**src/hdl/csa_pkg.sv**
```systemverilog
// ----------------------------------------------------------------------------
// Segment allocator package
// Widths, operation and status codes, the segment record and the command
// that the controller broadcasts along the row of table cells.
// ----------------------------------------------------------------------------
`default_nettype none

package csa_pkg;

  localparam int TOTAL_UNITS  = 1024;
  localparam int MAX_SEGMENTS = 64;

  localparam int SIZE_W  = $clog2(TOTAL_UNITS + 1);
  localparam int IDX_W   = $clog2(MAX_SEGMENTS);
  localparam int CNT_W   = $clog2(MAX_SEGMENTS + 1);
  localparam int OWNER_W = 16;
  localparam int REQ_W   = 12;
  localparam int OFF_W   = 10;
  localparam int OP_W    = 3;
  localparam int ST_W    = 3;

  localparam logic [OP_W-1:0] OP_ALLOC    = 3'd0;
  localparam logic [OP_W-1:0] OP_FREE     = 3'd1;
  localparam logic [OP_W-1:0] OP_COALESCE = 3'd2;
  localparam logic [OP_W-1:0] OP_COMPACT  = 3'd3;
  localparam logic [OP_W-1:0] OP_RESET    = 3'd4;

  localparam logic [ST_W-1:0] ST_OK            = 3'd0;
  localparam logic [ST_W-1:0] ST_BAD_SIZE      = 3'd1;
  localparam logic [ST_W-1:0] ST_OWNER_EXISTS  = 3'd2;
  localparam logic [ST_W-1:0] ST_NO_FIT        = 3'd3;
  localparam logic [ST_W-1:0] ST_OWNER_MISSING = 3'd4;
  localparam logic [ST_W-1:0] ST_TABLE_FULL    = 3'd5;

  // One table entry. A cell whose live bit is clear is a hole.
  typedef struct packed {
    logic               live;
    logic               free;
    logic [SIZE_W-1:0]  size;
    logic [OWNER_W-1:0] owner;
  } seg_t;

  typedef enum logic [2:0] {
    CM_HOLD,
    CM_ROTATE,
    CM_SQUEEZE,
    CM_SPLIT,
    CM_TAKE,
    CM_RELEASE,
    CM_APPEND,
    CM_RESET
  } cell_mode_t;

  typedef struct packed {
    cell_mode_t         mode;
    logic [IDX_W-1:0]   idx;
    logic [SIZE_W-1:0]  size;
    logic [OWNER_W-1:0] owner;
    logic               phase;
  } cell_cmd_t;

endpackage

`default_nettype wire

```
**src/hdl/csa_cell.sv**
```systemverilog
// ----------------------------------------------------------------------------
// Segment table cell
// Holds one table entry and updates it, partly from its neighbours, under the
// controller's command: rotate, hole squeeze, split, take, release, append, reset.
// ----------------------------------------------------------------------------
`default_nettype none

module csa_cell import csa_pkg::*; (
  input  logic             clk,
  input  logic             rst,
  input  logic [IDX_W-1:0] cell_idx,
  input  cell_cmd_t        cmd,
  input  seg_t             left_seg,
  input  seg_t             right_seg,
  output seg_t             seg
);

  logic [IDX_W:0] my_pos;
  logic [IDX_W:0] cut_pos;
  logic           hit;

  assign my_pos  = {1'b0, cell_idx};
  assign cut_pos = {1'b0, cmd.idx} + (IDX_W + 1)'(1);
  assign hit     = (cell_idx == cmd.idx);

  always_ff @(posedge clk) begin
    if (rst) begin
      seg.live <= (cell_idx == '0);
      seg.free <= 1'b1;
      seg.size <= SIZE_W'(TOTAL_UNITS);
    end else begin
      unique case (cmd.mode)
        CM_HOLD: begin
        end
        CM_ROTATE: begin
          seg <= right_seg;
        end
        CM_SQUEEZE: begin
          // Odd-even transposition: a hole swaps with a live right neighbour.
          if (cell_idx[0] == cmd.phase) begin
            if (!seg.live && right_seg.live) seg <= right_seg;
          end else begin
            if (!left_seg.live && seg.live) seg <= left_seg;
          end
        end
        CM_SPLIT: begin
          if (my_pos > cut_pos) begin
            seg <= left_seg;
          end else if (my_pos == cut_pos) begin
            seg <= '{live: 1'b1, free: 1'b1, size: left_seg.size - cmd.size,
                     owner: '0};
          end else if (hit) begin
            seg.size  <= cmd.size;
            seg.free  <= 1'b0;
            seg.owner <= cmd.owner;
          end
        end
        CM_TAKE: begin
          if (hit) begin
            seg.free  <= 1'b0;
            seg.owner <= cmd.owner;
          end
        end
        CM_RELEASE: begin
          if (hit) begin
            seg.free  <= 1'b1;
            seg.owner <= '0;
          end
        end
        CM_APPEND: begin
          if (hit) seg <= '{live: 1'b1, free: 1'b1, size: cmd.size, owner: '0};
        end
        CM_RESET: begin
          seg.live <= (cell_idx == '0);
          seg.free <= 1'b1;
          seg.size <= SIZE_W'(TOTAL_UNITS);
        end
      endcase
    end
  end

endmodule

`default_nettype wire

```
**config.mk**
```make
export PLATFORM = sky130hd
export DESIGN_NAME = csa_cell
export DESIGN_NICKNAME = d
export VERILOG_FILES = /design/src/hdl/csa_pkg.sv /design/src/hdl/csa_cell.sv
export SDC_FILE = /design/constraint.sdc
export NUM_CORES = 1
export LEC_CHECK = 0
export ABC_AREA = 1
export BUFFER_PORTS_ARGS = -buffer_cell sky130_fd_sc_hd__buf_2
export CORE_MARGIN = 3
export CORE_UTILIZATION = 46
export CTS_BUF_LIST = sky130_fd_sc_hd__clkbuf_8 sky130_fd_sc_hd__clkbuf_16
export DETAILED_ROUTE_END_ITERATION = 12
export GPL_TIMING_DRIVEN = 0
export PLACE_DENSITY = 0.78
export SLEW_MARGIN = 25
export SYNTH_ARGS = -nofsm -noshare
export SYNTH_HDL_FRONTEND = slang
export SYNTH_SLANG_ARGS = --single-unit
```
**constraint.sdc**
```tcl
create_clock -name clk -period 3.15 [get_ports clk]
set_clock_uncertainty 0.15 [all_clocks]
set_input_delay 0.315 -clock clk [delete_from_list [all_inputs] [get_ports clk]]
set_output_delay 0.315 -clock clk [all_outputs]
set_load 0.05 [all_outputs]
```
-- Word-level counts from Yosys, hierarchy flattened
Index checks and enable logic that the tools add are counted.
- register bits: 29
- logic and storage cells: 58
- $add $sub $neg: 2
- magnitude comparators: 1
- equal/unequal tests: 20
- muxes and demuxes: 17
- bitwise logic cells: 1
- reduce and logical (&&, ||, !) cells: 13
- operators with widths (cell ; number):
    $mux W29 ; 5
    $pmux W16 S6 ; 1
    $mux W28 ; 2
    $pmux W11 S5 ; 1
    $mux W16 ; 2
    $ne A4 B4 Y1 const B ; 4
    $mux W13 ; 1
    $eq A3 B3 Y1 const B ; 4
    $reduce_bool A6 Y1 ; 2
    $sub A11 B11 Y11 ; 1
    $reduce_and A5 Y1 ; 2
    $ne A3 B3 Y1 const B ; 3
    $reduce_and A8 Y1 ; 1
    $add A6 B1 Y7 const B ; 1
    $eq A6 B7 Y1 ; 1
    $gt A6 B7 Y1 ; 1
    $pmux W1 S7 ; 1
    $reduce_and A7 Y1 ; 1
    $reduce_bool A7 Y1 ; 1
    $eq A3 B2 Y1 const B ; 2
    $eq A6 B6 Y1 ; 1
    $logic_not A6 Y1 ; 1
    $ne A2 B2 Y1 const B ; 3
    $pmux W1 S5 ; 1
    other kinds (7) ; 11

-- Depth between registers and ports, before layout
Gate-level depths: netlist of run 1.
- depth in word-level cells: 6
- gate-level depth with buffers: 17

-- Least setup slack after synthesis of run 1
No wires, ideal clock.
- path type: input port to flip-flop
- start: in cmd[28] (netlist bit)
- end: reg seg[0] (netlist bit), enable pin
- arrival: 2507 ps
- required time: 2612 ps
- path slack: 105 ps
- stages on the path: 13
- buffers on the path: 0
- path through: ha_1 > nand2_2 > o21ai_0 > o21ai_0 > ha_1 > nand2_1 > nor2_4 > nand4_4 > nand2_2 > o21ai_0 > nand2_1 > nand2_1 > nor2_1
- word-level cells in the longest chain between the ends: 4
- elaborated cells between the ends (all ways): 9
- those cells by class: add/sub: 1; order compare: 1; eq/ne: 6; reduce/logical: 1
- RTL lines (item ; line ; text):
    start, declared ; csa_cell.sv:12 ; input cell_cmd_t cmd,
    $add A6 B1 Y7 ; csa_cell.sv:23 ; assign cut_pos = {1'b0, cmd.idx} + (IDX_W + 1)'(1);
    $gt A6 B7 Y1 or $eq A6 B7 Y1 (tied branches) ; csa_cell.sv:47, csa_cell.sv:49 ;
    $ne A4 B4 Y1 (no source line) ; n/a ;
    $reduce_and A8 Y1 (no source line) * ; n/a ;
    end signal, assigned ; csa_cell.sv:43 ; if (!left_seg.live && seg.live) seg <= left_seg;
    end signal, assigned ; csa_cell.sv:48 ; seg <= left_seg;
    end signal, assigned ; csa_cell.sv:50 ; seg <= '{live: 1'b1, free: 1'b1, size: left_seg.size - cmd.size,
    end, declared ; csa_cell.sv:15 ; output seg_t seg
Every way passes the cells marked *; elsewhere a longest branch is shown, timed or not.
A chain may end at the register's enable or synchronous reset.

-- Final worst setup path of run 1
- start: in cmd[29] (netlist bit)
- end: reg seg[6] (netlist bit), enable pin
Same word-level chain as after synthesis.

==> impl_metrics.json, run 1 <==
{
  "final_area_um2": 4560,
  "arrival_ns": 2.65,
  "vdd_ir_drop_max_v": 0.000211,
  "core_area_um2": 7490,
  "path_clk_slew_ns": 0.07,
  "fin_nets": 855,
  "routabilityCongestion": 0.920,
  "finalSetupViolCount": 0,
  "cp.required_ns": 2.92,
  "yosys_warnings": 0,
  "hold_viol_final": 0,
  "ctsHoldBuffers": 0,
  "final_cell_mix": "nand2_1 (170), buf_2 (137), inv_1 (78)",
  "ys_types": 34,
  "wl_per_cell_um": 14.7,
  "grt_max_degree": 17,
  "dp_cells": 826,
  "path_class": "primary input to flip-flop",
  "final_cells": 834,
  "gr-total-overflow": 0,
  "postCtsSetupRepairBufs": 0,
  "diodes": 0,
  "drtIter0Drc": 435,
  "drt-pass1-iter-count": 5,
  "drcViolationCount": 0,
  "whs_path_depth": 3,
  "dp_hpwl_mm": 9.78,
  "antenna_found_initial": 0,
  "min_period_over_period_pct": 91.3,
  "hold-worst-slack_ns": 0.197,
  "fp.dieW_um": 95.4,
  "synth_edf_count": 17,
  "startpoint_type": "primary input",
  "worstMarginPinSlew_ns": 0.542,
  "syn_area_per_cell_um2": 6.15,
  "ctsResizeCount": 0,
  "grt_setup_unrepaired": "no",
  "die_area_um2": 9090,
  "max_freq_ghz": 0.348,
  "maxSlewHeadroom_pct": 63.9,
  "worst_setup_path_end_kind": "flip-flop",
  "vias_per_cell": 5.58,
  "ctsLongestPathBuffers": 2,
  "cts_max_level": 2,
  "reg2reg_slack_ns": 1.30,
  "antenna_left": 0,
  "cap_viol_max_count": 0,
  "vias": 4654,
  "hold_path_class": "primary input to flip-flop",
  "worstRegToRegCells": 5,
  "core.rowCount": 31,
  "path_max_fanout": 16,
  "track_usage_pct": 26.4,
  "yosys_register_bits": 29,
  "cts_tree": "yes",
  "initial_core_util_pct": 49.1,
  "area_growth_syn_to_layout_pct": 24.2,
  "io_pins": 132,
  "clk-insertion-delay-late_ns": 0.28,
  "synth_area_um2": 3670,
  "grt_pass1_wl_mm": 19.0,
  "largest_register": "seg",
  "maxSlewViolCount": 0,
  "port_buffers": 130,
  "routed_wl_mm": 12.3,
  "place_area_um2": 4450,
  "synth_fp_nets": 718,
  "synth-seq-area-share_pct": 20.4,
  "cts_made_buffers": 5,
  "status": "completed",
  "drive_gt1_share_pct": 24.6,
  "largest_reg_flops": 29,
  "final_common_cell": "nand2_1",
  "setup_tns_ns": 0,
  "top_regs": "seg: 29 flops",
  "cts_sinks": 29,
  "synth_ff_type": "edfxtp_1",
  "fin_crit_ns": 2.88,
  "synthCells": 597,
  "grt_pass1_vias": 4151,
  "cts-root-buf": "clkbuf_8",
  "p_leak_nw": 2.33,
  "power_density_nw_per_um2": 330,
  "synthArstFlopShare_pct": 0,
  "die_y_um": 95.4
}
[cell type report]
| class | instances | area (µm²) |
|---|---|---|
| buffer | 22 | 125 |
| clock buffer | 5 | 68.8 |
| clock inverter | 3 | 37.5 |
| fill | 758 | 2930 |
| inverter | 89 | 334 |
| multi-input combinational | 457 | 2470 |
| sequential | 29 | 751 |
| tap | 99 | 124 |
| timing repair buffer | 130 | 651 |
[routing by layer]
layer / track usage, % / vias up / routed length (µm)
met1: 33.5 / 2120 / 4910
met3: 6.47 / 26 / 1380
met2: 44.3 / 253 / 5720
li1: - / 2255 / -
met4: 7.69 / 0 / 260
met5: 0 / - / 0
[synth_stat cells (all sizes together) (6+ instances only)]
cell,instances,share of area [%]
inv,83,8.5
o2111ai,16,3.8
nor2,62,7.1
o21bai,18,3.7
clkbuf,8,0.82
dfxtp,12,6.5
nand3b,10,2.0
edfxtp,17,14
nand2,179,19
nand3,32,5.3
clkinv,6,0.61
buf,14,2.6
o221ai,8,1.9
o21ai,71,9.7
ha,17,5.8
a21oi,25,3.8
[stage by stage]
step                      utilization, %  power [mW]  setup WS (ns)
final                               60.9        1.51          0.274
after global routing                60.9        1.60         0.0522
after CTS                           60.9        1.50         0.0400
after detailed placement            59.4        1.13         -0.267
after global placement              59.4        1.11         -0.584
after floorplan                        -       0.913          0.105
[final timing paths]
check               startpoint  endpoint
hold / removal    right_seg[1]    seg[1]
setup reg to reg       seg[28]    seg[6]
setup / recovery       cmd[29]    seg[6]
hold reg to reg        seg[27]   seg[27]
[critical path, stage by stage]
cell	delay, ns
buf_2	0.12
ha_1	0.21
nand2_2	0.10
o21ai_0	0.14
o21ai_0	0.12
ha_1	0.31
nand2_1	0.08
nor2_4	0.14
nand4_4	0.26
nand2_2	0.20
o21ai_0	0.09
nand2_1	0.08
nand2_1	0.09
nor2_4	0.40
[report_power, final]
part           total, mW  switching, mW  internal, mW
clock              0.375          0.146         0.230
sequential         0.447         0.0106         0.437
combinational      0.684          0.461         0.223
[logic make-up after synthesis]
group | Yosys count | synth area share [%]
AOI/OAI and AO/OA | 143 | 23.9
xor gates and xnor gates | 7 | 1.67
adders and majority gates | 18 | 6.34
buffers and inverters | 111 | 12.5
DFF | 29 | 20.4
and+or+nand+nor | 289 | 35.1
Note: power is estimated with default switching activity, not from simulation.
==> run 2, diff against run 1 <==
RECOVER_POWER = 100   (was unset)
==> run 2 against run 1 <==
Effect of this change:
- non-clock buffer count unchanged
- routed wire length fell by 0.37%
- clock power rose by 1%
- maximum frequency about the same
- core utilization decreased by 0.75 points
- final area fell by 1.2%
- worst hold slack lost 0.013 ns
- cell count is the same
- die area unchanged
- register-to-register slack barely moved
- critical path type unchanged
- critical endpoint unchanged
- largest power group unchanged
==> impl_metrics.json, run 2 (synthesized netlist as in run 1, its figures left out) <==
{
  "dp_hpwl_mm": 9.78,
  "cap_viol_max_count": 0,
  "fill_cells": 776,
  "diodes": 0,
  "port_buffers": 130,
  "final_cells": 834,
  "cts-root-buf": "clkbuf_8",
  "maxSlewViolCount": 0,
  "final_cell_mix": "nand2_1 (172), buf_2 (107), inv_1 (79)",
  "startpoint_type": "primary input",
  "whs_path_depth": 3,
  "dp_cells": 826,
  "grt_pass1_wl_mm": 19.0,
  "totalPowerFinal_mw": 1.50,
  "finalSetupViolCount": 0,
  "reg2reg_slack_ns": 1.30,
  "vdd_ir_drop_max_v": 0.000209,
  "path_max_fanout": 16,
  "arrival_ns": 2.65,
  "fin_nets": 855,
  "gr-total-overflow": 0,
  "ctsLongestPathBuffers": 2,
  "antenna_left": 0,
  "drt-pass1-iter-count": 5,
  "cts_made_buffers": 5,
  "antenna_found_initial": 0,
  "routabilityCongestion": 0.920,
  "largest_register": "seg",
  "io_pins": 132,
  "postCtsSetupRepairBufs": 0,
  "cp_slowest_cell": "nor2_4",
  "worstMarginPinSlew_ns": 0.640,
  "area_growth_syn_to_layout_pct": 22.7,
  "largest_reg_flops": 29,
  "hold_viol_final": 0,
  "hold_path_class": "primary input to flip-flop",
  "setup_tns_ns": 0,
  "vias": 4662,
  "power_density_nw_per_um2": 333,
  "status": "completed",
  "cts_max_level": 2,
  "cts_sinks": 29,
  "max_freq_ghz": 0.348,
  "setup_ws_ns": 0.276,
  "cts_tree": "yes",
  "core_area_um2": 7490,
  "die_y_um": 95.4,
  "regToRegEndpoint": "seg[6]",
  "top_regs": "seg: 29 flops",
  "worst_setup_path_end_kind": "flip-flop",
  "cp.required_ns": 2.92,
  "maxSlewHeadroom_pct": 57.5,
  "path_class": "primary input to flip-flop",
  "vias_per_cell": 5.59,
  "track_usage_pct": 26.4,
  "grt_max_degree": 17,
  "min_period_over_period_pct": 91.2,
  "grt_setup_unrepaired": "no",
  "final_common_cell": "nand2_1",
  "fp.dieW_um": 95.4,
  "fin_util_pct": 60.2,
  "path_clk_slew_ns": 0.07,
  "slowest_delay_ns": 0.40,
  "drive_gt1_share_pct": 19.7,
  "grt_pass1_vias": 4151,
  "p_leak_nw": 2.24,
  "drtIter0Drc": 428,
  "hold-worst-slack_ns": 0.185,
  "place_area_um2": 4450,
  "post-place-ws_ns": -0.267,
  "worstRegToRegCells": 5,
  "die_area_um2": 9090,
  "fin_crit_ns": 2.87,
  "min_from": "right_seg[1]",
  "rr_startpoint": "seg[28]",
  "initial_core_util_pct": 49.1,
  "clk-insertion-delay-late_ns": 0.28,
  "wl_per_cell_um": 14.7,
  "whs_endpoint": "seg[1]",
  "final_area_um2": 4500,
  "routed_wl_mm": 12.2,
  "crit_chain": "buf_2 > ha_1 > nand2_1 > o21ai_0 > o21ai_0 > ha_1 > nand2_1 > nor2_4 > nand4_4 > nand2_2 > o21ai_0 > nand2_1 > nand2_1 > nor2_4",
  "drcViolationCount": 0,
  "crit_path_frequent_cell": "nand2_1",
  "core.rowCount": 31
}
## run 2: critical path: cells and delay by family
kind                     cells  cell delay, ns
buffers and inverters        1            0.12
adder cells (fa/ha/maj)      2            0.50
AND/OR/NAND/NOR              8            1.35
AO/OA/AOI/OAI                3            0.36
## run 2: area by class of cell
class / count / area, µm² / share of cell area (%)
Timing Repair Buffer: 130 / 614 / 13.6
Clock inverter: 3 / 37.5 / 0.833
Clock buffer: 5 / 68.8 / 1.53
Multi-Input combinational cell: 457 / 2450 / 54.4
Sequential cell: 29 / 751 / 16.7
Buffer: 22 / 125 / 2.78
Inverter: 89 / 334 / 7.42
Tap cell: 99 / 124 / 2.75
## run 2: timing repair
item                                    in CTS  in global routing
resized for setup                            0                  1
endpoints found under the setup margin       0                 16
hold buffers                                 0                  0
## run 2: worst max-delay path by stage
stage             from       to
6_report       cmd[29]   seg[6]
5_1_grt        cmd[29]  seg[21]
4_1_cts        cmd[29]   seg[6]
3_5_place_dp   cmd[29]   seg[1]
3_3_place_gp   cmd[29]   seg[1]
2_1_floorplan  cmd[28]   seg[0]
## run 2: layer usage
metal | up-vias | GRT usage (%) | wire [µm]
li1 | 2252 | - | -
met1 | 2110 | 33.5 | 4860
met2 | 272 | 44.3 | 5650
met3 | 28 | 6.47 | 1440
met4 | 0 | 7.69 | 280
met5 | - | 0 | 0
## run 2: where the power goes
part           leakage [nW]  total, mW  switching, mW  internal [mW]
combinational          1.93      0.672          0.457          0.214
sequential            0.261      0.448         0.0116          0.437
clock                0.0570      0.379          0.150          0.230
total                  2.24       1.50          0.618          0.881
==> run 3, diff against run 2 <==
BUFFER_PORTS_ARGS = -buffer_cell sky130_fd_sc_hd__buf_4   (was -buffer_cell sky130_fd_sc_hd__buf_2)
PLACE_DENSITY = 0.81   (was 0.78)
==> run 3 against run 2 <==
Effect of this change:
- sequential power about the same
- first-iteration DRC count up 18%
- critical path type unchanged
- critical endpoint is now seg[14]
- cell count unchanged
- worst setup slack worse by 0.034 ns
- maximum frequency down 1.2%
- clock-buffer cell count unchanged
- non-clock buffer count unchanged
- worst hold slack worse by 0.0043 ns
- register-to-register slack worse by 0.02 ns
- critical path depth unchanged
- sequential cell count unchanged
==> impl_metrics.json, run 3 (synthesized netlist as in run 1, its figures left out) <==
{
  "crit_path_frequent_cell": "nand2_1",
  "final_common_cell": "nand2_1",
  "totalPowerFinal_mw": 1.47,
  "final_cell_mix": "nand2_1 (172), buf_4 (102), inv_1 (77)",
  "vdd_ir_drop_max_v": 0.000206,
  "grt_setup_unrepaired": "no",
  "port_buffers": 130,
  "cts-root-buf": "clkbuf_8",
  "io_pins": 132,
  "fin_nets": 855,
  "grt_max_degree": 17,
  "maxSlewViolCount": 0,
  "area_growth_syn_to_layout_pct": 29.0,
  "initial_core_util_pct": 49.1,
  "worstMarginPinSlew_ns": 0.680,
  "ctsLongestPathBuffers": 2,
  "arrival_ns": 2.68,
  "antenna_found_initial": 0,
  "final_area_um2": 4740,
  "cts_sinks": 29,
  "path_buf_inv": 1,
  "path_class": "primary input to flip-flop",
  "antenna_left": 0,
  "path_clk_slew_ns": 0.08,
  "startpoint_type": "primary input",
  "vias": 4652,
  "path_max_fanout": 16,
  "cts_made_buffers": 5,
  "maxSlewHeadroom_pct": 54.9,
  "max_freq_ghz": 0.344,
  "power_density_nw_per_um2": 310,
  "core_area_um2": 7490,
  "die_y_um": 95.4,
  "power_frac_comb_pct": 48.4,
  "grt_pass1_vias": 4240,
  "worst_setup_path_end_kind": "flip-flop",
  "p_int_mw": 0.838,
  "drcViolationCount": 0,
  "status": "completed",
  "top_regs": "seg: 29 flops",
  "postCtsSetupRepairBufs": 0,
  "hold_path_class": "primary input to flip-flop",
  "routed_wl_mm": 12.6,
  "dp_hpwl_mm": 10.1,
  "p_sw_mw": 0.632,
  "die_area_um2": 9090,
  "hold_viol_final": 0,
  "diodes": 0,
  "slowest_delay_ns": 0.41,
  "drive_gt1_share_pct": 20.1,
  "power_frac_clock_pct": 21.1,
  "drt-pass1-iter-count": 6,
  "crit_chain": "buf_4 > ha_1 > nand2_1 > o21ai_0 > o21ai_0 > ha_1 > nand2_1 > nor2_4 > nand4_4 > nand2_2 > o21ai_0 > nand2_1 > nand2_1 > nor2_4",
  "p_sw_share_pct": 43.0,
  "cp.required_ns": 2.93,
  "core.rowCount": 31,
  "routabilityCongestion": 0.935,
  "cp_slowest_cell": "nor2_4",
  "cp_top_family": "simple AND/OR/NAND/NOR gates",
  "p_leak_nw": 2.31,
  "cts_max_level": 2,
  "cts_tree": "yes",
  "finalSetupViolCount": 0,
  "largest_register": "seg",
  "seq_power_share_pct": 30.5,
  "place_area_um2": 4770,
  "fin_crit_ns": 2.91,
  "drtIter0Drc": 506,
  "track_usage_pct": 27.3,
  "clk-insertion-delay-late_ns": 0.29,
  "min_period_over_period_pct": 92.3,
  "gr-total-overflow": 0,
  "vias_per_cell": 5.58,
  "grt_pass1_wl_mm": 19.7,
  "fp.dieW_um": 95.4,
  "cap_viol_max_count": 0,
  "wl_per_cell_um": 15.1,
  "largest_reg_flops": 29
}
-- run 3: changes by cell type in the layout (fill, tap and decap cells not counted), moves of 2 or more --
cell / previous run / this run
buf_2: 107 / 5
buf_4: 1 / 102
clkinv_2: 0 / 2
inv_1: 79 / 77
-- run 3: worst register-to-register path: stages (launching register included) --
cell	delay (ns)
edfxtp_1	0.42
nor2_1	0.13
nor3_1	0.08
nor2_1	0.11
nand3_2	0.10
a21oi_1	0.35
buf_6	0.22
nand3_1	0.12
a21oi_2	0.12
-- run 3: layout make-up --
class / count / area, µm²
fillers: 711 / 2750
multi-input cells: 457 / 2450
repair buffers: 130 / 867
flip-flops and latches: 29 / 751
inverters: 89 / 334
plain buffers: 22 / 124
well taps: 99 / 124
clock buffers: 5 / 68.8
clock inverters: 3 / 17.5
-- run 3: final timing paths --
path	end	slack (ns)	depth (start not counted)	startpoint
max	seg[14]	0.24	14	cmd[29]
min reg2reg	seg[23]	0.32	2	seg[23]
min	seg[4]	0.18	3	right_seg[4]
max reg2reg	seg[16]	1.28	8	seg[28]
-- run 3: layer usage --
| layer | routed length, µm | vias up | track usage, % | part of all wire, % |
|---|---|---|---|---|
| met5 | 0 | - | 0 | 0 |
| met3 | 1410 | 36 | 4.74 | 11 |
| met4 | 253 | 0 | 7.93 | 2.0 |
| met2 | 5770 | 285 | 45.5 | 46 |
| met1 | 5170 | 2085 | 36.0 | 41 |
| li1 | - | 2246 | - | - |
-- run 3: what timing repair did --
item,CTS,global route
hold buffers,0,0
endpoints found under the setup margin,0,16
resized for setup,0,1
-- run 3: stage by stage --
| stage | worst slack, ns | hold WS [ns] | setup TNS [ns] | utilization (%) | cells |
|---|---|---|---|---|---|
| floorplan | 0.105 | 0.353 | 0 | - | 597 |
| global placement | -0.573 | 0.301 | -9.16 | 63.7 | 826 |
| detailed placement | -0.278 | 0.316 | -4.44 | 63.8 | 826 |
| CTS | 0.0241 | 0.177 | 0 | 64.9 | 834 |
| global route | 0.0506 | 0.186 | 0 | 63.3 | 834 |
| finish | 0.242 | 0.180 | 0 | 63.3 | 834 |
-- run 3: power groups by stage --
stage | sequential [mW] | combinational [mW] | clock, mW
finish | 0.448 | 0.712 | 0.310
global route | 0.451 | 0.778 | 0.329
CTS | 0.449 | 0.725 | 0.310
detailed placement | 0.457 | 0.723 | 0
global placement | 0.457 | 0.705 | 0
floorplan | 0.551 | 0.362 | 0
